$ cat src/rtl/core/i2pc_pkg.sv
package i2pc_pkg;

    localparam int IDX_W   = 48;             // candidate index
    localparam int CS_W    = 6;              // charset size register
    localparam int ML_W    = 4;              // max length register
    localparam int CH_W    = 7;              // character code
    localparam int CFG_W   = 6;              // config data, widest register
    localparam int NIB_W   = 4;              // index bits consumed per cell per cycle
    localparam int NIB_CNT = IDX_W / NIB_W;  // transfers to stream one index
    localparam int NC_W    = $clog2(NIB_CNT);

    localparam logic CFG_CHARSET = 1'b0;
    localparam logic CFG_MAXLEN  = 1'b1;

    localparam logic [CS_W-1:0] CS_RESET = 6'd52;
    localparam logic [ML_W-1:0] ML_RESET = 4'd8;
    localparam logic [CS_W-1:0] CS_MIN   = 6'd2;
    localparam logic [CS_W-1:0] LETTERS  = 6'd26;
    localparam logic [CS_W-1:0] TBL_SIZE = 6'd52;

    typedef enum logic [3:0] {
        S_IDLE = 4'b0001,
        S_LEN  = 4'b0010,
        S_DIV  = 4'b0100,
        S_EMIT = 4'b1000
    } t_state;

    // one transfer between neighboring divider cells
    typedef struct packed {
        logic             valid;
        logic             last;
        logic [NIB_W-1:0] data;
    } t_link;

    // alphabet: a..z then A..Z, zero past the table
    function automatic logic [CH_W-1:0] alpha_char(input logic [CS_W-1:0] d);
        logic [CH_W-1:0] ch;
        if (d < LETTERS) begin
            ch = 7'h61 + {1'b0, d};
        end else if (d < TBL_SIZE) begin
            ch = 7'h41 + {1'b0, d - LETTERS};
        end else begin
            ch = '0;
        end
        return ch;
    endfunction

endpackage

$ cat src/rtl/core/i2pc_in_if.sv
interface i2pc_in_if import i2pc_pkg::*; ();
    logic             valid;
    logic             ready;
    logic [IDX_W-1:0] cand_index;

    modport source (output valid, output cand_index, input ready);
    modport sink (input valid, input cand_index, output ready);
endinterface

$ cat src/rtl/core/i2pc_out_if.sv
interface i2pc_out_if import i2pc_pkg::*; ();
    logic            valid;
    logic            ready;
    logic [CH_W-1:0] char_code;
    logic            last_char;
    logic            out_of_range;

    modport source (output valid, output char_code, output last_char,
                    output out_of_range, input ready);
    modport sink (input valid, input char_code, input last_char,
                  input out_of_range, output ready);
endinterface

$ cat src/rtl/core/i2pc_cell.sv
// One divide-by-charset cell: long division, NIB_W quotient bits per cycle.
// Holds the running remainder, which ends as one base-c digit.
module i2pc_cell import i2pc_pkg::*; (
    input  logic            i_clk,
    input  logic            i_rst_n,
    input  logic            i_clr,
    input  logic [CS_W-1:0] i_cs,
    input  t_link           i_link,
    output t_link           o_link,
    output logic [CS_W-1:0] o_digit
);

    logic [CS_W-1:0]  r_rem;
    logic [CS_W-1:0]  n_rem;
    logic [NIB_W-1:0] n_quo;
    t_link            r_link;

    always_comb begin
        logic [CS_W:0]   t;
        logic [CS_W-1:0] r;
        r     = r_rem;
        n_quo = '0;
        for (int b = NIB_W - 1; b >= 0; b--) begin
            t = {r, i_link.data[b]};
            if (t >= {1'b0, i_cs}) begin
                t        = t - {1'b0, i_cs};
                n_quo[b] = 1'b1;
            end
            r = t[CS_W-1:0];
        end
        n_rem = r;
    end

    always_ff @(posedge i_clk) begin
        if (!i_rst_n) begin
            r_link <= '0;
        end else begin
            r_link.valid <= i_link.valid;
            r_link.last  <= i_link.last;
            r_link.data  <= n_quo;
        end
    end

    always_ff @(posedge i_clk) begin
        if (i_clr) begin
            r_rem <= '0;
        end else if (i_link.valid) begin
            r_rem <= n_rem;
        end
    end

    assign o_link  = r_link;
    assign o_digit = r_rem;

endmodule

$ cat src/rtl/core/index_to_password_candidate_top.sv
// An accepted index passes a length search, the divider chain and the emit step; an
// out-of-range index skips the divider chain and gives a single zero character. A new index
// is taken only once the last character of the previous candidate is in the output
// register; characters leave one per cycle while the receiver is ready. The offset
// enters the divider chain as 12 transfers of NIB_W bits. Reset (synchronous, active
// low) gives 52 symbols, max length 8, idle control and no pending result.
module index_to_password_candidate_top import i2pc_pkg::*; #(
    parameter int MAX_LEN       = 8,
    parameter int ALPHABET_SIZE = 52
) (
    input  logic              i_clk,
    input  logic              i_rst_n,
    input  logic              i_cfg_we,
    input  logic              i_cfg_idx,
    input  logic [CFG_W-1:0]  i_cfg_data,
    i2pc_in_if.sink           i_in,
    i2pc_out_if.source        o_out
);

    localparam int LW = $clog2(MAX_LEN + 1);              // holds 1..MAX_LEN
    localparam int DW = (MAX_LEN > 1) ? $clog2(MAX_LEN) : 1; // digit position

    // ---------------- configuration ----------------
    logic [CS_W-1:0] r_cs;
    logic [ML_W-1:0] r_ml;
    logic [CS_W-1:0] eff_cs;
    logic [LW-1:0]   eff_len;

    always_ff @(posedge i_clk) begin
        if (!i_rst_n) begin
            r_cs <= CS_RESET;
            r_ml <= ML_RESET;
        end else if (i_cfg_we) begin
            case (i_cfg_idx)
                CFG_CHARSET: r_cs <= i_cfg_data;
                CFG_MAXLEN:  r_ml <= i_cfg_data[ML_W-1:0];
                default:     ;
            endcase
        end
    end

    // clamp charset to [2, ALPHABET_SIZE] and length to [1, MAX_LEN]
    always_comb begin
        if (r_cs < CS_MIN) begin
            eff_cs = CS_MIN;
        end else if ({1'b0, r_cs} > (CS_W + 1)'(ALPHABET_SIZE)) begin
            eff_cs = CS_W'(ALPHABET_SIZE);
        end else begin
            eff_cs = r_cs;
        end
        if (r_ml == '0) begin
            eff_len = LW'(1);
        end else if (r_ml > ML_W'(MAX_LEN)) begin
            eff_len = LW'(MAX_LEN);
        end else begin
            eff_len = LW'(r_ml);
        end
    end

    // ---------------- sequencing state ----------------
    t_state           r_state;
    logic [IDX_W-1:0] r_idx;
    logic [IDX_W-1:0] r_prev;     // candidates of all shorter lengths
    logic [IDX_W-1:0] r_block;    // charset^k
    logic [LW-1:0]    r_k;
    logic [LW-1:0]    r_len;
    logic             r_oor;
    logic [IDX_W-1:0] r_shift;    // offset, streamed MSB first
    logic [NC_W-1:0]  r_ncnt;
    logic             r_feed;
    logic [DW-1:0]    r_pos;

    // output register
    logic             r_ov;
    logic [CH_W-1:0]  r_char;
    logic             r_last;
    logic             r_oorf;

    logic [IDX_W:0]        n_sum;
    logic                  n_hit;
    logic [IDX_W+CS_W-1:0] n_prod;
    logic                  n_clr;
    logic                  in_fire;
    logic                  out_free;
    logic                  feed_last;
    logic                  chain_done;
    logic [CS_W-1:0]       dsel;

    t_link           link  [MAX_LEN+1];
    logic [CS_W-1:0] digit [MAX_LEN];

    assign in_fire   = i_in.valid && i_in.ready;
    assign out_free  = !r_ov || o_out.ready;

    // length search: one block size per cycle, block*c registered for the next step
    assign n_sum  = {1'b0, r_prev} + {1'b0, r_block};
    assign n_hit  = {1'b0, r_idx} < n_sum;
    assign n_prod = r_block * eff_cs;
    assign n_clr  = (r_state == S_LEN) && n_hit;

    assign feed_last  = (r_ncnt == NC_W'(NIB_CNT - 1));
    assign chain_done = link[MAX_LEN].valid && link[MAX_LEN].last;

    // ---------------- divider chain ----------------
    // cell j ends holding digit j (weight charset^j) of the offset
    always_comb begin
        link[0].valid = r_feed;
        link[0].last  = feed_last;
        link[0].data  = r_shift[IDX_W-1 -: NIB_W];
    end

    for (genvar j = 0; j < MAX_LEN; j++) begin : g_cell
        i2pc_cell u_cell (
            .i_clk   (i_clk),
            .i_rst_n (i_rst_n),
            .i_clr   (n_clr),
            .i_cs    (eff_cs),
            .i_link  (link[j]),
            .o_link  (link[j+1]),
            .o_digit (digit[j])
        );
    end

    assign dsel = digit[r_pos];

    // ---------------- control ----------------
    always_ff @(posedge i_clk) begin
        if (!i_rst_n) begin
            r_state <= S_IDLE;
            r_feed  <= 1'b0;
        end else begin
            case (r_state)
                S_IDLE: begin
                    if (in_fire) begin
                        r_state <= S_LEN;
                    end
                end
                S_LEN: begin
                    if (n_hit) begin
                        r_state <= S_DIV;
                        r_feed  <= 1'b1;
                    end else if (r_k == eff_len) begin
                        r_state <= S_EMIT;
                    end
                end
                S_DIV: begin
                    if (r_feed && feed_last) begin
                        r_feed <= 1'b0;
                    end
                    if (chain_done) begin
                        r_state <= S_EMIT;
                    end
                end
                S_EMIT: begin
                    if (out_free) begin
                        if (r_oor || r_pos == '0) begin
                            r_state <= S_IDLE;
                        end
                    end
                end
                default: r_state <= S_IDLE;
            endcase
        end
    end

    // output valid: loaded from the emit step, cleared once the transaction is taken
    always_ff @(posedge i_clk) begin
        if (!i_rst_n) begin
            r_ov <= 1'b0;
        end else if (r_state == S_EMIT && out_free) begin
            r_ov <= 1'b1;
        end else if (o_out.ready) begin
            r_ov <= 1'b0;
        end
    end

    // ---------------- datapath ----------------
    always_ff @(posedge i_clk) begin
        case (r_state)
            S_IDLE: begin
                if (in_fire) begin
                    r_idx   <= i_in.cand_index;
                    r_prev  <= '0;
                    r_block <= IDX_W'(eff_cs);
                    r_k     <= LW'(1);
                    r_oor   <= 1'b0;
                end
            end
            S_LEN: begin
                if (n_hit) begin
                    r_len   <= r_k;
                    r_shift <= r_idx - r_prev;
                    r_ncnt  <= '0;
                end else if (r_k == eff_len) begin
                    r_oor   <= 1'b1;
                end else begin
                    r_prev  <= n_sum[IDX_W-1:0];
                    r_block <= n_prod[IDX_W-1:0];
                    r_k     <= LW'(r_k + LW'(1));
                end
            end
            S_DIV: begin
                if (r_feed) begin
                    r_shift <= r_shift << NIB_W;
                    r_ncnt  <= NC_W'(r_ncnt + NC_W'(1));
                end
                if (chain_done) begin
                    r_pos <= DW'(r_len - LW'(1));
                end
            end
            S_EMIT: begin
                if (out_free) begin
                    r_char <= r_oor ? '0 : alpha_char(dsel);
                    r_last <= r_oor || (r_pos == '0);
                    r_oorf <= r_oor;
                    r_pos  <= DW'(r_pos - DW'(1));
                end
            end
            default: ;
        endcase
    end

    assign i_in.ready         = (r_state == S_IDLE);
    assign o_out.valid        = r_ov;
    assign o_out.char_code    = r_char;
    assign o_out.last_char    = r_last;
    assign o_out.out_of_range = r_oorf;

endmodule

$ cat src/flat_wrapper.sv
// flat-port wrapper written by rule: the top's interface ports become plain ports
module index_to_password_candidate_top_flat import i2pc_pkg::*;
#(
    parameter int MAX_LEN       = 8,
    parameter int ALPHABET_SIZE = 52
)
  (i_clk, i_rst_n, i_cfg_we, i_cfg_idx, i_cfg_data, i_in_valid, i_in_cand_index, i_in_ready, o_out_valid, o_out_char_code, o_out_last_char, o_out_out_of_range, o_out_ready);
  i2pc_in_if i_in_i ();
  i2pc_out_if o_out_i ();
  input  logic i_clk;
  input  logic i_rst_n;
  input  logic i_cfg_we;
  input  logic i_cfg_idx;
  input  logic [CFG_W-1:0] i_cfg_data;
  input wire logic [$bits(i_in_i.valid)-1:0] i_in_valid;
  input wire logic [$bits(i_in_i.cand_index)-1:0] i_in_cand_index;
  output wire logic [$bits(i_in_i.ready)-1:0] i_in_ready;
  output wire logic [$bits(o_out_i.valid)-1:0] o_out_valid;
  output wire logic [$bits(o_out_i.char_code)-1:0] o_out_char_code;
  output wire logic [$bits(o_out_i.last_char)-1:0] o_out_last_char;
  output wire logic [$bits(o_out_i.out_of_range)-1:0] o_out_out_of_range;
  input wire logic [$bits(o_out_i.ready)-1:0] o_out_ready;
  assign i_in_i.valid = i_in_valid;
  assign i_in_i.cand_index = i_in_cand_index;
  assign i_in_ready = i_in_i.ready;
  assign o_out_valid = o_out_i.valid;
  assign o_out_char_code = o_out_i.char_code;
  assign o_out_last_char = o_out_i.last_char;
  assign o_out_out_of_range = o_out_i.out_of_range;
  assign o_out_i.ready = o_out_ready;
  index_to_password_candidate_top #(.MAX_LEN(MAX_LEN), .ALPHABET_SIZE(ALPHABET_SIZE)) u_core (.i_clk(i_clk), .i_rst_n(i_rst_n), .i_cfg_we(i_cfg_we), .i_cfg_idx(i_cfg_idx), .i_cfg_data(i_cfg_data), .i_in(i_in_i), .o_out(o_out_i));
endmodule
$ cat config.mk
export PLATFORM = sky130hd
export DESIGN_NAME = index_to_password_candidate_top_flat
export DESIGN_NICKNAME = d
export VERILOG_FILES = /design/src/rtl/core/i2pc_pkg.sv /design/src/rtl/core/i2pc_in_if.sv /design/src/rtl/core/i2pc_out_if.sv /design/src/rtl/core/i2pc_cell.sv /design/src/rtl/core/index_to_password_candidate_top.sv /design/src/flat_wrapper.sv
export SDC_FILE = /design/constraint.sdc
export NUM_CORES = 2
export LEC_CHECK = 0
export ABC_AREA = 1
export ABC_CLOCK_PERIOD_IN_PS = 10200
export BUFFER_PORTS_ARGS = -buffer_cell sky130_fd_sc_hd__buf_2
export CAP_MARGIN = 20
export CORE_MARGIN = 4
export CORE_UTILIZATION = 30
export CTS_CLUSTER_SIZE = 25
export DETAILED_ROUTE_END_ITERATION = 7
export SLEW_MARGIN = 10
export SYNTH_ARGS = -nofsm -noshare
export SYNTH_HDL_FRONTEND = slang
export SYNTH_SLANG_ARGS = --single-unit
export TNS_END_PERCENT = 50
$ cat constraint.sdc
create_clock -name i_clk -period 10.2 [get_ports i_clk]
set_input_delay 1.53 -clock i_clk [delete_from_list [all_inputs] [get_ports i_clk]]
set_output_delay 1.53 -clock i_clk [all_outputs]
set_load 0.03 [all_outputs]
==> metrics.md <==
| Metric | Value |
|---|---|
| Setup repair after global routing missed its margin | `no` |
| Hold Fails Final Rpt | `0` |
| Met3 wire length | `between 6 and 7 mm` |
| Category of cells accounting for the largest share of critical-path delay | `compound AO/OA/AOI/OAI gates` |
| Count of warnings emitted by yosys | `0` |
| Number of primary I/O pins | `71` |
| Placed insts | `6,798` |
| Die X | `362 um` |
| Num Clock Sinks | `about 320` |
| Switching share of power | `53.6%` |
| Number of register bits inferred by synthesis | `324` |
| Worst hold path depth | `2` |
| Highest routed metal layer | `met4` |
| Post-CTS clock slew at the launch and capture registers of the worst setup and hold paths | `0.06 ns` |
| Final routed wirelength across all metal layers | `112 mm` |
| Placed wire-length estimate after detailed placement | `88.6 mm` |
| Ratio of routed vias to standard cells | `about 5.0` |
| Final period utilization | `82.4%` |
| IR drop worst, VDD | `around 0.00015 V` |
| Worst path buffer plus inverter count | `7` |
| CTS Buf Count | `41` |
| Global-route usage over all layers | `16.8%` |
| Cell variety after synth | `64` |
| Layout cells sized above 1 | `7.26%` |
| Post-synthesis average cell area | `7.29 sq um` |
| Grt ovf | `0` |
| Relative max-transition margin | `26.4%` |
| Path type of the worst setup path | `reg -> reg` |
| Clk_lat worst skew | `0.60 ns` |
| Count of final setup violators | `0` |
| Proportion of power drawn by the clock network | `about an eighth` |
| Number of max-capacitance violations reported | `0` |
| EDFF count, synth | `216` |
| Hold Path Sink | `u_core.g_cell[4].u_cell.o_link[4]$_SDFF_PN0_` |
| CP max stage cell | `sky130_fd_sc_hd__ha_1` |
| Result of the run | `completed` |
| CP required | `10.72 ns` |
| Number of post-CTS setup repair buffers | `0` |
| Most common library cell in the layout ignoring fill and taps | `sky130_fd_sc_hd__nand2_1` |
| Met2 WL post-DR | `50.3 mm` |
| Pint | `~0.0057 W` |
| Area enclosed by the die boundary | `0.131 sq mm` |
| DR iter-0 viols | `2,965` |
| Number of global-route vias before repair | `32.9k` |
| Number of standard-cell rows in the floorplan | `about 130` |
| Portion of the post-synthesis area used by sequential elements | `between 20% and 30%` |
| Filler-free cell count of the finished design | `6,874` |
| Count of H-tree levels built during CTS | `2` |
| Initial antenna violation count | `4` |
| Post-Syn Nets | `5,813` |
| Remaining antenna violation count after routing | `0` |
| Number of optimization iterations in the first detailed-route pass | `5` |
| Die outline height | `362 um` |
| Synthesized netlist cell count | `5,153` |
| Crit path launch type | `register` |
| Sequential share of power | `16.6%` |
| Post-layout min period | `approximately 8.4 ns` |
| Metal1 wirelength | `53.1 mm` |
| Count of nets after finishing | `5,865` |
| Reg-to-Reg End | `u_core.g_cell[0].u_cell.o_digit[5]$_SDFFE_PP0P_` |
| Number of design rule violations left after detail routing | `0` |
| Initial core utilization | `30.3%` |
| Depth of the worst register-to-register path | `44` |
| Area delta synth->final | `9.66%` |
| Final setup margin | `1.79 ns` |
| Worst-case register-to-register setup slack | `1.79 ns` |
| Leak Pwr | `around 20 nW` |
| Power spent charging and discharging nets | `0.00657 W` |
| Placeable Area | `about 0.12 sq mm` |
| Least-Margin Pin Slew | `1.10 ns` |
| Number of vias after detailed routing | `34.2k` |
| Maximum clock rate | `119 MHz` |
| Pin count of the biggest net entering global routing | `69` |
| Worst-case setup slack after placement | `approximately 1.8 ns` |
| CTS max path bufs | `3` |
| Main flop type after synthesis | `sky130_fd_sc_hd__edfxtp_1` |
| Post-CTS Resized | `0` |
| FFs w/ async S/R, synth | `0%` |
| Final setup skew | `0.0258 ns` |
| Largest stage delay on the critical path | `0.51 ns` |
| Worst path most repeated cell | `sky130_fd_sc_hd__nand2_1` |
| Wirelength per Cell | `16.4 um` |
| Root buffer selected by CTS | `sky130_fd_sc_hd__clkbuf_16` |
| WP data arrival | `about 9 ns` |
| Commonest cells after routing, fill and taps aside | `sky130_fd_sc_hd__nand2_1, sky130_fd_sc_hd__inv_1, sky130_fd_sc_hd__a21oi_1, sky130_fd_sc_hd__ha_1, sky130_fd_sc_hd__nor2_1` |
| Worst Min Path Start | `u_core.g_cell[3].u_cell.o_link[4]$_SDFF_PN0_` |
| Count of hold buffers inserted by post-cts repair | `0` |
| Area of the mapped netlist | `0.0375 sq mm` |
| Global-route wire length before repair | `179 mm` |
| TritonCTS clock tree | `done` |
| Launch point of the worst reg-to-reg path | `u_core.r_cs[5]$_SDFFE_PN1P_` |
| Final max-slew violation count | `0` |
| Share of power burned in combinational logic | `70.8%` |
| GP Congestion | `0.981` |
| I/O Buffers | `70` |
| Hold WC Path Type | `reg -> reg` |
| Power density relative to cell area | `roughly 300 mW/mm^2` |
| Setup tns final | `0 ns` |
| Critical path capture point type | `register` |
| Largest driver fanout on the critical path | `19` |
-- power groups by stage --
stage	clock network (W)	registers, W	logic [W]
detailed placement	0	0.00206	0.00858
global route	0.00164	0.00205	0.00985
finish	0.00155	0.00203	0.00867
global placement	0	0.00206	0.00846
CTS	0.00160	0.00203	0.00863
floorplan	0	0.00190	0.00661
-- logic make-up (layout without fill, tap and decap cells) --
logic type	after synthesis	in the layout	share of synthesized area, %
AO/OA/AOI/OAI	904	904	13.6
XOR/XNOR	186	186	4.34
other	0	1	0
adder cells (fa/ha/maj)	600	600	24.1
AND/OR/NAND/NOR	2174	2174	24.9
flip-flops	324	324	23.0
buffers and inverters	965	1048	9.98
-- sequential cells by signal, indices dropped and copies added (netlist names) --
name and count:
u_core.g_cell.u_cell.o_digit 48, u_core.r_block 48, u_core.r_idx 48, u_core.r_prev 48, u_core.r_shift 48, u_core.g_cell.u_cell.o_link 44
u_core.o_out.char_code 7, u_core.r_cs 6, u_core.r_k 4, u_core.r_ml 4, u_core.r_ncnt 4, u_core.r_state 4
u_core.r_len 3, u_core.r_pos 3, u_core.o_out.last_char 1, u_core.o_out.out_of_range 1, u_core.o_out.valid 1, u_core.r_feed 1
u_core.r_oor 1
-- worst reg2reg max path, delay by kind of cell, from the launching register on --
kind	cells	cell delay, ns
AND/OR/NAND/NOR	20	2.46
AO/OA/AOI/OAI	13	3.03
buffers and inverters	7	0.99
adder cells (fa/ha/maj)	4	1.54
flip-flops	1	0.33
-- worst max-delay path by stage --
stage	start	endpoint	slack, ns	depth (start not counted)
2_1_floorplan	u_core.r_cs[5]$_SDFFE_PN1P_	u_core.g_cell[4].u_cell.o_digit[0]$_SDFFE_PP0P_	1.53	46
3_3_place_gp	u_core.r_cs[5]$_SDFFE_PN1P_	u_core.g_cell[0].u_cell.o_digit[4]$_SDFFE_PP0P_	1.98	44
3_5_place_dp	u_core.r_cs[5]$_SDFFE_PN1P_	u_core.g_cell[0].u_cell.o_digit[4]$_SDFFE_PP0P_	1.85	44
4_1_cts	u_core.r_cs[5]$_SDFFE_PN1P_	u_core.g_cell[0].u_cell.o_digit[4]$_SDFFE_PP0P_	1.77	44
5_1_grt	u_core.r_cs[5]$_SDFFE_PN1P_	u_core.g_cell[0].u_cell.o_digit[4]$_SDFFE_PP0P_	0.97	44
6_report	u_core.r_cs[5]$_SDFFE_PN1P_	u_core.g_cell[0].u_cell.o_digit[5]$_SDFFE_PP0P_	1.79	44
-- Yosys cell counts (42+ instances only) --
| cell type | n | area share [%] |
|---|---|---|
| sky130_fd_sc_hd__fa_1 | 207 | 11 |
| sky130_fd_sc_hd__edfxtp_1 | 216 | 17 |
| sky130_fd_sc_hd__o21a_1 | 42 | 0.84 |
| sky130_fd_sc_hd__nand3_1 | 263 | 3.5 |
| sky130_fd_sc_hd__xnor2_1 | 98 | 2.3 |
| sky130_fd_sc_hd__a31oi_1 | 47 | 0.78 |
| sky130_fd_sc_hd__xor2_1 | 88 | 2.1 |
| sky130_fd_sc_hd__o21ai_0 | 245 | 3.3 |
| sky130_fd_sc_hd__dfxtp_1 | 108 | 5.8 |
| sky130_fd_sc_hd__nor2_1 | 381 | 3.8 |
| sky130_fd_sc_hd__inv_2 | 52 | 0.52 |
| sky130_fd_sc_hd__inv_1 | 825 | 8.2 |
| sky130_fd_sc_hd__a21oi_1 | 395 | 5.3 |
| sky130_fd_sc_hd__clkbuf_1 | 45 | 0.45 |
| sky130_fd_sc_hd__ha_1 | 393 | 13 |
| sky130_fd_sc_hd__o21ai_1 | 48 | 0.64 |
| sky130_fd_sc_hd__nand2_1 | 1288 | 13 |
| sky130_fd_sc_hd__nand4_1 | 60 | 1.0 |
-- layer usage --
layer,GRT usage (%),up-vias
li1,-,16900
met1,23.8,16200
met2,27.5,943
met3,2.04,156
met4,3.98,0
met5,0,-
-- through the flow --
step / utilization (%) / area (sq um) / hold slack, ns / total power, W
finish: 33.2 / 41200 / 0.408 / 0.0123
global route: 33.2 / 41200 / 0.441 / 0.0135
CTS: 33.2 / 41100 / 0.412 / 0.0123
detailed placement: 32.1 / 39700 / 0.398 / 0.0106
global placement: 32.1 / 39700 / 0.393 / 0.0105
floorplan: - / 37500 / 0.390 / 0.00850
-- cell type report --
type / instances / area [sq um]
Clock inverter: 19 / 224
Inverter: 877 / 3290
Timing Repair Buffer: 97 / 566
Fill cell: 13400 / 82800
Multi-Input combinational cell: 3864 / 25200
Tap cell: 1637 / 2050
Antenna cell: 1 / 2.50
Clock buffer: 55 / 1180
Sequential cell: 324 / 8650
No activity file was read; power rests on OpenSTA's default activity.
